## config.mk

```make
export PLATFORM = sky130hd
export DESIGN_NAME = deadline_task_table
export DESIGN_NICKNAME = d
export VERILOG_FILES = /design/src/rtl/dtt_pkg.sv /design/src/rtl/dtt_cell.sv /design/src/rtl/deadline_task_table.sv
export SDC_FILE = /design/constraint.sdc
export NUM_CORES = 2
export LEC_CHECK = 0
export BUFFER_PORTS_ARGS = -buffer_cell sky130_fd_sc_hd__buf_2
export CORE_ASPECT_RATIO = 0.75
export CORE_UTILIZATION = 65
export CTS_BUF_LIST = sky130_fd_sc_hd__clkbuf_8
export DETAILED_ROUTE_END_ITERATION = 12
export PLACE_DENSITY = 0.86
export SLEW_MARGIN = 30
export SYNTH_ARGS = -nofsm -noshare
export SYNTH_HDL_FRONTEND = slang
export SYNTH_HIERARCHICAL = 1
export SYNTH_SLANG_ARGS = --single-unit
```

## constraint.sdc

```tcl
create_clock -name clock -period 7.6 [get_ports clock]
set_clock_uncertainty 0.15 [all_clocks]
set_input_delay 1.14 -clock clock [delete_from_list [all_inputs] [get_ports clock]]
set_output_delay 1.14 -clock clock [all_outputs]
set_load 0.005 [all_outputs]
```

## src/rtl/dtt_pkg.sv

```systemverilog
`default_nettype none

package dtt_pkg;

   localparam int ENTRIES = 64;
   localparam int CNT_W   = $clog2(ENTRIES + 1);
   localparam int IDX_W   = (ENTRIES > 1) ? $clog2(ENTRIES) : 1;

   localparam int DL_W  = 32;
   localparam int ID_W  = 16;

   typedef enum logic {
      OP_ADD  = 1'b0,
      OP_SCAN = 1'b1
   } op_type;

   typedef enum logic [1:0] {
      KIND_ADDED   = 2'd0,
      KIND_FULL    = 2'd1,
      KIND_EXPIRED = 2'd2,
      KIND_NONE    = 2'd3
   } kind_type;

   typedef enum logic [1:0] {
      ST_IDLE,
      ST_SCAN,
      ST_FIN
   } state_type;

   typedef struct packed {
      logic [DL_W-1:0] deadline;
      logic [ID_W-1:0] id;
   } entry_type;

   typedef struct packed {
      logic shift;
      logic write;
   } cell_ctl_type;

endpackage

`default_nettype wire

```

## src/rtl/dtt_cell.sv

```systemverilog
`default_nettype none

// One table slot: loads a new entry, takes its upper neighbour's entry, or holds.
module dtt_cell (
   input  wire logic                 clock,
   input  wire dtt_pkg::cell_ctl_type ctl,
   input  wire dtt_pkg::entry_type   wr_data,
   input  wire dtt_pkg::entry_type   nbr,
   output dtt_pkg::entry_type        q
);

   dtt_pkg::entry_type entry_ff;
   dtt_pkg::entry_type entry_in;

   always_comb begin
      if (ctl.write) begin
         entry_in = wr_data;
      end else if (ctl.shift) begin
         entry_in = nbr;
      end else begin
         entry_in = entry_ff;
      end
   end

   always_ff @(posedge clock) begin
      entry_ff <= entry_in;
   end

   assign q = entry_ff;

endmodule

`default_nettype wire

```

## src/rtl/deadline_task_table.sv

```systemverilog
// deadline_task_table: table of pending delayed tasks held in a row of slot cells.
//
// Request channel (req_*): one transfer per command. req_tuser is the opcode
// (add or scan); req_tdata carries task id, delay and the current tick count.
// Response channel (rsp_*): rsp_tuser gives the result kind, rsp_tdata the id of
// an expired task, rsp_tlast marks the final response of a command.
//
// Add: one response in the cycle after the transfer (added, or dropped when full).
// Scan: the row of cells shifts one slot per cycle towards slot 0 while no step
// waits on the response slot; the head entry is checked, expired ids are sent
// out, survivors are re-written at the tail so order is kept. A scan of an empty
// table gives a single "none" response.
// One command is worked on at a time; req_tready is low during a scan.
//
// Reset (synchronous, active high) empties the table; slot contents are not
// cleared, only the entry count. A stalled receiver makes the response register
// hold its transfer; scan steps that must send an expired id wait until it is taken.

`default_nettype none

module deadline_task_table (
   input  wire logic        clock,
   input  wire logic        reset,
   input  wire logic        req_tvalid,
   output logic             req_tready,
   input  wire logic [79:0] req_tdata,   // task_id[15:0], delay_ticks[47:16], now_ticks[79:48]
   input  wire logic [0:0]  req_tuser,   // opcode[0]
   output logic             rsp_tvalid,
   input  wire logic        rsp_tready,
   output logic [15:0]      rsp_tdata,   // expired_id[15:0]
   output logic [1:0]       rsp_tuser,   // kind[1:0]
   output logic             rsp_tlast
);

   localparam int ENTRIES = dtt_pkg::ENTRIES;
   localparam int CNT_W   = dtt_pkg::CNT_W;
   localparam int IDX_W   = dtt_pkg::IDX_W;

   // request fields
   logic [15:0] req_id;
   logic [31:0] req_delay;
   logic [31:0] req_now;
   dtt_pkg::op_type req_op;

   assign req_id    = req_tdata[15:0];
   assign req_delay = req_tdata[47:16];
   assign req_now   = req_tdata[79:48];
   assign req_op    = dtt_pkg::op_type'(req_tuser[0]);

   // control state
   dtt_pkg::state_type state_ff, state_in;
   logic [CNT_W-1:0] live_ff, live_in;     // entry count
   logic [CNT_W-1:0] steps_ff, steps_in;   // slots left to check in this scan
   logic             pend_valid_ff, pend_valid_in;
   logic             rsp_valid_ff, rsp_valid_in;

   // payload
   logic [31:0]        now_ff, now_in;
   logic [15:0]        pend_id_ff, pend_id_in;
   dtt_pkg::kind_type  rsp_kind_ff, rsp_kind_in;
   logic [15:0]        rsp_id_ff, rsp_id_in;
   logic               rsp_last_ff, rsp_last_in;

   // cell row
   dtt_pkg::entry_type cell_q [ENTRIES];
   dtt_pkg::entry_type head;
   dtt_pkg::entry_type wr_data;
   logic [IDX_W-1:0]   wr_idx;
   logic               wr_en;
   logic               shift_en;

   logic out_free;
   logic req_accept;
   logic expired;
   logic step_ok;

   // emitted response
   logic              emit;
   dtt_pkg::kind_type emit_kind;
   logic [15:0]       emit_id;
   logic              emit_last;

   assign head       = cell_q[0];
   assign out_free   = !rsp_valid_ff || rsp_tready;
   assign req_tready = (state_ff == dtt_pkg::ST_IDLE) && out_free;
   assign req_accept = req_tvalid && req_tready;
   assign expired    = head.deadline < now_ff;
   // a step that must push out the held expired id waits for the response slot
   assign step_ok    = !(expired && pend_valid_ff) || out_free;

   // next state
   always_comb begin
      state_in = state_ff;
      case (state_ff)
         dtt_pkg::ST_IDLE: begin
            if (req_accept && req_op == dtt_pkg::OP_SCAN && live_ff != '0) begin
               state_in = dtt_pkg::ST_SCAN;
            end
         end
         dtt_pkg::ST_SCAN: begin
            if (step_ok && steps_ff == CNT_W'(1)) begin
               state_in = dtt_pkg::ST_FIN;
            end
         end
         dtt_pkg::ST_FIN: begin
            if (out_free) begin
               state_in = dtt_pkg::ST_IDLE;
            end
         end
         default: begin
            state_in = dtt_pkg::ST_IDLE;
         end
      endcase
   end

   // datapath control and responses
   always_comb begin
      live_in       = live_ff;
      steps_in      = steps_ff;
      now_in        = now_ff;
      pend_valid_in = pend_valid_ff;
      pend_id_in    = pend_id_ff;
      wr_en         = 1'b0;
      wr_idx        = IDX_W'(live_ff);
      wr_data       = head;
      shift_en      = 1'b0;
      emit          = 1'b0;
      emit_kind     = dtt_pkg::KIND_NONE;
      emit_id       = '0;
      emit_last     = 1'b1;
      case (state_ff)
         dtt_pkg::ST_IDLE: begin
            if (req_accept) begin
               emit = 1'b1;
               if (req_op == dtt_pkg::OP_ADD) begin
                  if (live_ff >= CNT_W'(ENTRIES)) begin
                     emit_kind = dtt_pkg::KIND_FULL;
                  end else begin
                     emit_kind        = dtt_pkg::KIND_ADDED;
                     wr_en            = 1'b1;
                     wr_data.deadline = req_now + req_delay;
                     wr_data.id       = req_id;
                     live_in          = live_ff + CNT_W'(1);
                  end
               end else begin
                  // scan of an empty table answers at once
                  emit          = (live_ff == '0);
                  emit_kind     = dtt_pkg::KIND_NONE;
                  now_in        = req_now;
                  steps_in      = live_ff;
                  pend_valid_in = 1'b0;
               end
            end
         end
         dtt_pkg::ST_SCAN: begin
            if (step_ok) begin
               shift_en = 1'b1;
               steps_in = steps_ff - CNT_W'(1);
               wr_idx   = IDX_W'(live_ff - CNT_W'(1));
               if (expired) begin
                  // previous expired id is now known not to be the last one
                  emit          = pend_valid_ff;
                  emit_kind     = dtt_pkg::KIND_EXPIRED;
                  emit_id       = pend_id_ff;
                  emit_last     = 1'b0;
                  pend_valid_in = 1'b1;
                  pend_id_in    = head.id;
                  live_in       = live_ff - CNT_W'(1);
               end else begin
                  wr_en = 1'b1;   // survivor goes back in at the tail
               end
            end
         end
         dtt_pkg::ST_FIN: begin
            if (out_free) begin
               emit          = 1'b1;
               emit_kind     = pend_valid_ff ? dtt_pkg::KIND_EXPIRED : dtt_pkg::KIND_NONE;
               emit_id       = pend_valid_ff ? pend_id_ff : 16'd0;
               emit_last     = 1'b1;
               pend_valid_in = 1'b0;
            end
         end
         default: begin
         end
      endcase
   end

   // response register
   always_comb begin
      rsp_valid_in = rsp_valid_ff;
      rsp_kind_in  = rsp_kind_ff;
      rsp_id_in    = rsp_id_ff;
      rsp_last_in  = rsp_last_ff;
      if (emit) begin
         rsp_valid_in = 1'b1;
         rsp_kind_in  = emit_kind;
         rsp_id_in    = emit_id;
         rsp_last_in  = emit_last;
      end else if (rsp_tready) begin
         rsp_valid_in = 1'b0;
      end
   end

   always_ff @(posedge clock) begin
      if (reset) begin
         state_ff      <= dtt_pkg::ST_IDLE;
         live_ff       <= '0;
         steps_ff      <= '0;
         pend_valid_ff <= 1'b0;
         rsp_valid_ff  <= 1'b0;
      end else begin
         state_ff      <= state_in;
         live_ff       <= live_in;
         steps_ff      <= steps_in;
         pend_valid_ff <= pend_valid_in;
         rsp_valid_ff  <= rsp_valid_in;
      end
   end

   always_ff @(posedge clock) begin
      now_ff      <= now_in;
      pend_id_ff  <= pend_id_in;
      rsp_kind_ff <= rsp_kind_in;
      rsp_id_ff   <= rsp_id_in;
      rsp_last_ff <= rsp_last_in;
   end

   // row of slots; slot i takes slot i+1 on a shift, top slot takes slot 0
   for (genvar i = 0; i < ENTRIES; i++) begin : g_cell
      dtt_pkg::cell_ctl_type ctl;
      dtt_pkg::entry_type    nbr;

      assign ctl.shift = shift_en;
      assign ctl.write = wr_en && (wr_idx == IDX_W'(i));

      if (i < ENTRIES - 1) begin : g_mid
         assign nbr = cell_q[i+1];
      end else begin : g_top
         assign nbr = cell_q[0];
      end

      dtt_cell u_cell (
         .clock   (clock),
         .ctl     (ctl),
         .wr_data (wr_data),
         .nbr     (nbr),
         .q       (cell_q[i])
      );
   end

   assign rsp_tvalid = rsp_valid_ff;
   assign rsp_tdata  = rsp_id_ff;
   assign rsp_tuser  = rsp_kind_ff;
   assign rsp_tlast  = rsp_last_ff;

endmodule

`default_nettype wire

```

Yosys cells after proc, flatten, opt, wreduce, memory -nomap -nowiden

Cells that the tools add are included.

Bits in registers: 3157
Bits in latches: 0
Memory bits (writable): 0
ROM bits: 0
Bits of input ports: 85
Output and inout port bits: 21
Word-level logic and storage cells: 554
Memories kept: 0

Add/subtract/negate cells: 4
$mul: 0
Div/mod/pow operators: 0
Magnitude comparators: 2
Equality and inequality tests: 75
Shifts and indexed selects: 0
Muxes and demuxes: 183
Bitwise operators: 0
Reductions and logical operators: 152

Operators with widths:

| kind                  | count |
|---|---|
| $mux W48              | 132 |
| $eq A6 B6 Y1 const B  | 32 |
| $reduce_bool A2 Y1    | 66 |
| $eq A6 B5 Y1 const B  | 16 |
| $logic_and A1 B1 Y1   | 70 |
| $mux W16              | 4 |
| $mux W7               | 8 |
| $eq A6 B4 Y1 const B  | 8 |
| $add A32 B32 Y32      | 1 |
| $lt A32 B32 Y1        | 1 |
| $pmux W16 S2          | 1 |
| $pmux W7 S2           | 2 |
| $eq A6 B3 Y1 const B  | 4 |
| $mux W1               | 24 |
| $ne A2 B2 Y1 const B  | 8 |
| $sub A7 B1 Y7 const B | 2 |
| $eq A6 B2 Y1 const B  | 2 |
| $mux W6               | 2 |
| $pmux W2 S3           | 2 |
| $reduce_and A6 Y1     | 2 |
| $mux W2               | 5 |
| $reduce_and A3 Y1     | 3 |
| $add A7 B1 Y7 const B | 1 |
| $eq A7 B1 Y1 const B  | 1 |
| 16 further kinds      | 19 |

Longest topological paths before layout

Word-level depth: 9
Mapped depth: 16
Gate-level depth less buffers: 13

Hierarchy

Netlist, hierarchy kept.

Modules (own cells, without submodules):

| module              | times used | cells an instance | area each (µm²) | sequential area each (µm²) |
|---|---|---|---|---|
| dtt_cell            | 64         | 102               | 2067.0          | 1441.4 |
| deadline_task_table | 1          | 809               | 7154.4          | 2372.3 |

Worst setup path before layout

No wires, ideal clock.

Path type: input-to-reg
Start: input req_tdata[16]
End: register g_cell[0].u_cell.entry_ff (netlist bit g_cell[0].u_cell/q[44]), data pin
Arrival time: 6.821 ns
Data required time: 7.293 ns
Setup slack: 0.472 ns
Stages: 13
Cells stage by stage: ha_1 inv_1 fa_1 nor2b_1 o31a_1 o21ai_0 a21oi_1 a41oi_2 nor3_1 o22ai_1 xor2_1 o21ai_0 mux2_4

RTL lines:

| what                   | RTL line                  | source |
|---|---|---|
| start: declaration     | deadline_task_table.sv:26 | `input wire logic [79:0] req_tdata,` |
| end signal: assignment | dtt_cell.sv:26            | `entry_ff <= entry_in;` |
| end: declaration       | dtt_cell.sv:12            | `dtt_pkg::entry_type entry_ff;` |

==> impl_metrics.toml <==
[floorplan]
start_util_pct = 65.7
rows = 146
dieArea_um2 = 216000
die_w_um = 537
core_area_um2 = 212000
io_pins = 106
fp.dieH_um = 403

[setup_path]
cp.buffers_inverters = 3
r2r_cells = 12
cp.required_ns = 8.04
cp-start-kind = "flip-flop"
crit_cells = 12
cpPeakStageDelay_ns = 0.71
startpoint = "g_cell[0].u_cell/q[47]"
r2r_slack_ns = 1.74
r2r-end = "g_cell[2].u_cell/q[30]"
cp_slowest_cell = "or2_4"
endpoint_kind = "flip-flop"
crit_family = "simple AND/OR/NAND/NOR gates"
timing.rr.start = "g_cell[0].u_cell/q[47]"
path_cells = "ha_1 > nand4_1 > nor3_1 > o211ai_2 > buf_4 > a21oi_4 > buf_4 > nand2b_1 > mux2_4 > nor3_4 > buf_4 > or2_4"
critical_path_class = "reg -> reg"
cp_max_fo = 49
cp.arrival_ns = 6.30
cp-endpoint = "g_cell[2].u_cell/q[30]"
path_common_cell = "buf_4"

[sta]
finalMaxSlewViolations = 0
rsz0062_at_grt = "false"
final.setup.tns_ns = 0
worst_pin_slew_ns = 1.07
min_period_over_period_pct = 77.1
finalHoldViolCount = 0
max_freq_ghz = 0.171
period_minus_slack_ns = 5.86
fin_hold_ws_ns = 0.181
maxSlewHeadroom_pct = 28.6
setup_viol = 0

[yosys]
synth_common_cells = "edfxtp_1 (3139), mux2_2 (2515), mux2_4 (578)"
synth.area.mux_share_pct = 26.6
postSynthCellCount = 7337
netlist_area_um2 = 139000
synth-adder-area-share_pct = 0.651
synth-compound-area-share_pct = 0.959
synth_top_cell_area_share_pct = 67.6
ys_ff_latch = 3157
synth_nets = 7494
synth_top_area_cell = "edfxtp_1"
yosys_warnings = 6
synthSimpleGateAreaFrac_pct = 1.36
ys_seq_area_share_pct = 67.9
synth_edf_count = 3139
yosys_most_used_dff = "edfxtp_1"
synth_top_family_by_area = "multiplexers"
synth.most_common_cell = "edfxtp_1"
avgSynthCellArea_um2 = 19.0
ys_async_sr_fraction_pct = 0
synth_cell_types = 79
synthXorXnorAreaFrac_pct = 0.232
synthTopCellsByArea = "edfxtp_1 (68%), mux2_2 (20%), mux2_4 (6.2%)"

[clock_tree]
postCtsSetupRepairBufs = 0
cts_buffers = 447
clock_latency_ns = 1.03
path_clk_slew_ns = 0.07
cts-root-buf = "clkbuf_8"
cts_num_sinks = 3157
cts_hold_buf = 0
cts.path.max_buffers = 4
cts_tree = "done"
cts_htree_levels = 5
post_cts_resized = 0

[global_routing]
antenna_found_initial = 16
grt_max_degree = 65
grt_first_pass_wirelength_mm = 450
grt.total_usage_pct = 27.5
grt_overflow = 0
first_global_vias = 72100

[final_layout]
nFillCells = 11800
final_nets = 7852
drive_gt1_share_pct = 50.6
multi_input_comb_area_um2 = 42400
syn_to_final_growth_pct = 8.04
seqCellArea_um2 = 94600

[route]
vias = 69700
firstDrtPassIters = 13
drt-total-wl_mm = 298
ant_nets = 0
drtIter0Drc = 8225
viasPerCell = 6.42
wl_per_cell_um = 27.4
drc = 11

[placed_design]
gp_congestion = 0.922
dpl.hpwl_mm = 170
io_buffers = 105

[flow_run]
maxCapViolCount = 0

[pwr]
power_mw = 52.7
power.leakage_nw = 50.4
power.density_nw_per_um2 = 350
ir_worst_vdd_mv = 0.314

[hold_path]
min_from = "req_tdata[48]"
hold_path.class = "in -> reg"

[status]
status = "complete, but fails checks"
failed_checks = "design-rule violations"
[area by class of cell]
class	instances	area share [%]
antenna	11	0.0183
tap	2812	2.34
clock inverter	332	1.10
multi-input combinational	3762	28.1
clock buffer	458	4.18
inverter	58	0.145
sequential	3157	62.8
timing repair buffer	269	1.27
[logic make-up after synthesis]
group | count (synthesis)
compound gates | 206
xor+xnor | 37
fa+ha+maj | 72
buf+inv | 418
flops | 3157
mux | 3098
simple gates | 349
[layout by cell type (no fill, tap or decap), types with 6 or more instances in the layout]
cell / instances
nand3_1: 12
inv_1: 226
clkinv_2: 38
a21o_1: 13
ha_1: 71
xor2_1: 15
a31oi_1: 6
nor2_4: 8
nand2b_1: 10
or2_2: 18
nand2_1: 70
nor2_1: 42
nor3_2: 38
o21ai_0: 25
edfxtp_1: 3139
o211ai_1: 8
a21oi_1: 62
dfxtp_1: 18
o21a_1: 6
clkinvlp_4: 7
mux2_2: 2509
diode_2: 11
nor2b_1: 7
buf_4: 148
xnor2_1: 22
mux2_4: 584
buf_2: 105
clkbuf_8: 458
bufinv_16: 8
nor3_1: 16
and2_1: 21
a211oi_1: 9
or2_4: 50
nor3_4: 18
buf_6: 7
nand4_1: 9
clkinv_1: 97
o21ai_4: 28
[sequential cells by signal, indices dropped and copies added, names as in the netlist]
name and flops:
rsp_tuser 2, pend_id_ff 16, steps_ff 7, rsp_tlast 1, state_ff 2, pend_valid_ff 1, now_ff 32, live_ff 7
g_cell.u_cell/q 3072, rsp_tvalid 1, rsp_tdata 16
[how the worst min path moves through the flow]
stage / end / slack, ns / cells after the start
final: now_ff[0] / 0.18 / 1
after floorplan: pend_id_ff[0] / 0.29 / 0
after CTS: now_ff[0] / 0.11 / 1
after detailed placement: steps_ff[1] / 0.33 / 2
after global placement: steps_ff[5] / 0.31 / 2
after global routing: now_ff[0] / 0.15 / 1
[worst reg2reg max path: cells and delay by family (launching register included)]
| kind | cells | cell delay, ns |
|---|---|---|
| AND/OR/NAND/NOR | 5 | 1.91 |
| adder cells (fa/ha/maj) | 1 | 0.33 |
| buffers and inverters | 3 | 1.25 |
| multiplexers | 1 | 0.44 |
| AO/OA/AOI/OAI | 2 | 0.91 |
| flip-flops | 1 | 0.44 |
[power breakdown]
| part | internal, mW | switching (mW) |
|---|---|---|
| registers | 25.6 | 1.62 |
| logic | 4.52 | 8.70 |
| clock network | 5.86 | 6.36 |
[stage by stage]
step,instance area [µm²],utilization [%],worst slack [ns],instances
after global routing,151000,71.0,1.62,10900
final,151000,71.0,1.74,10900
after CTS,150000,70.9,1.55,10800
after global placement,142000,67.1,1.72,10000
after detailed placement,143000,67.2,1.64,10100
after floorplan,139000,-,0.472,7337
[per-layer routing]
| metal | track usage [%] | vias up | wire length, µm | part of all wire, % |
|---|---|---|---|---|
| li1 | - | 29600 | - | - |
| met1 | 38.8 | 36300 | 124000 | 42 |
| met2 | 40.5 | 3252 | 134000 | 45 |
| met3 | 9.66 | 514 | 32900 | 11 |
| met4 | 7.75 | 20 | 7240 | 2.4 |
| met5 | 0.669 | - | 424 | 0.14 |
(Power assumes the default switching activity.)
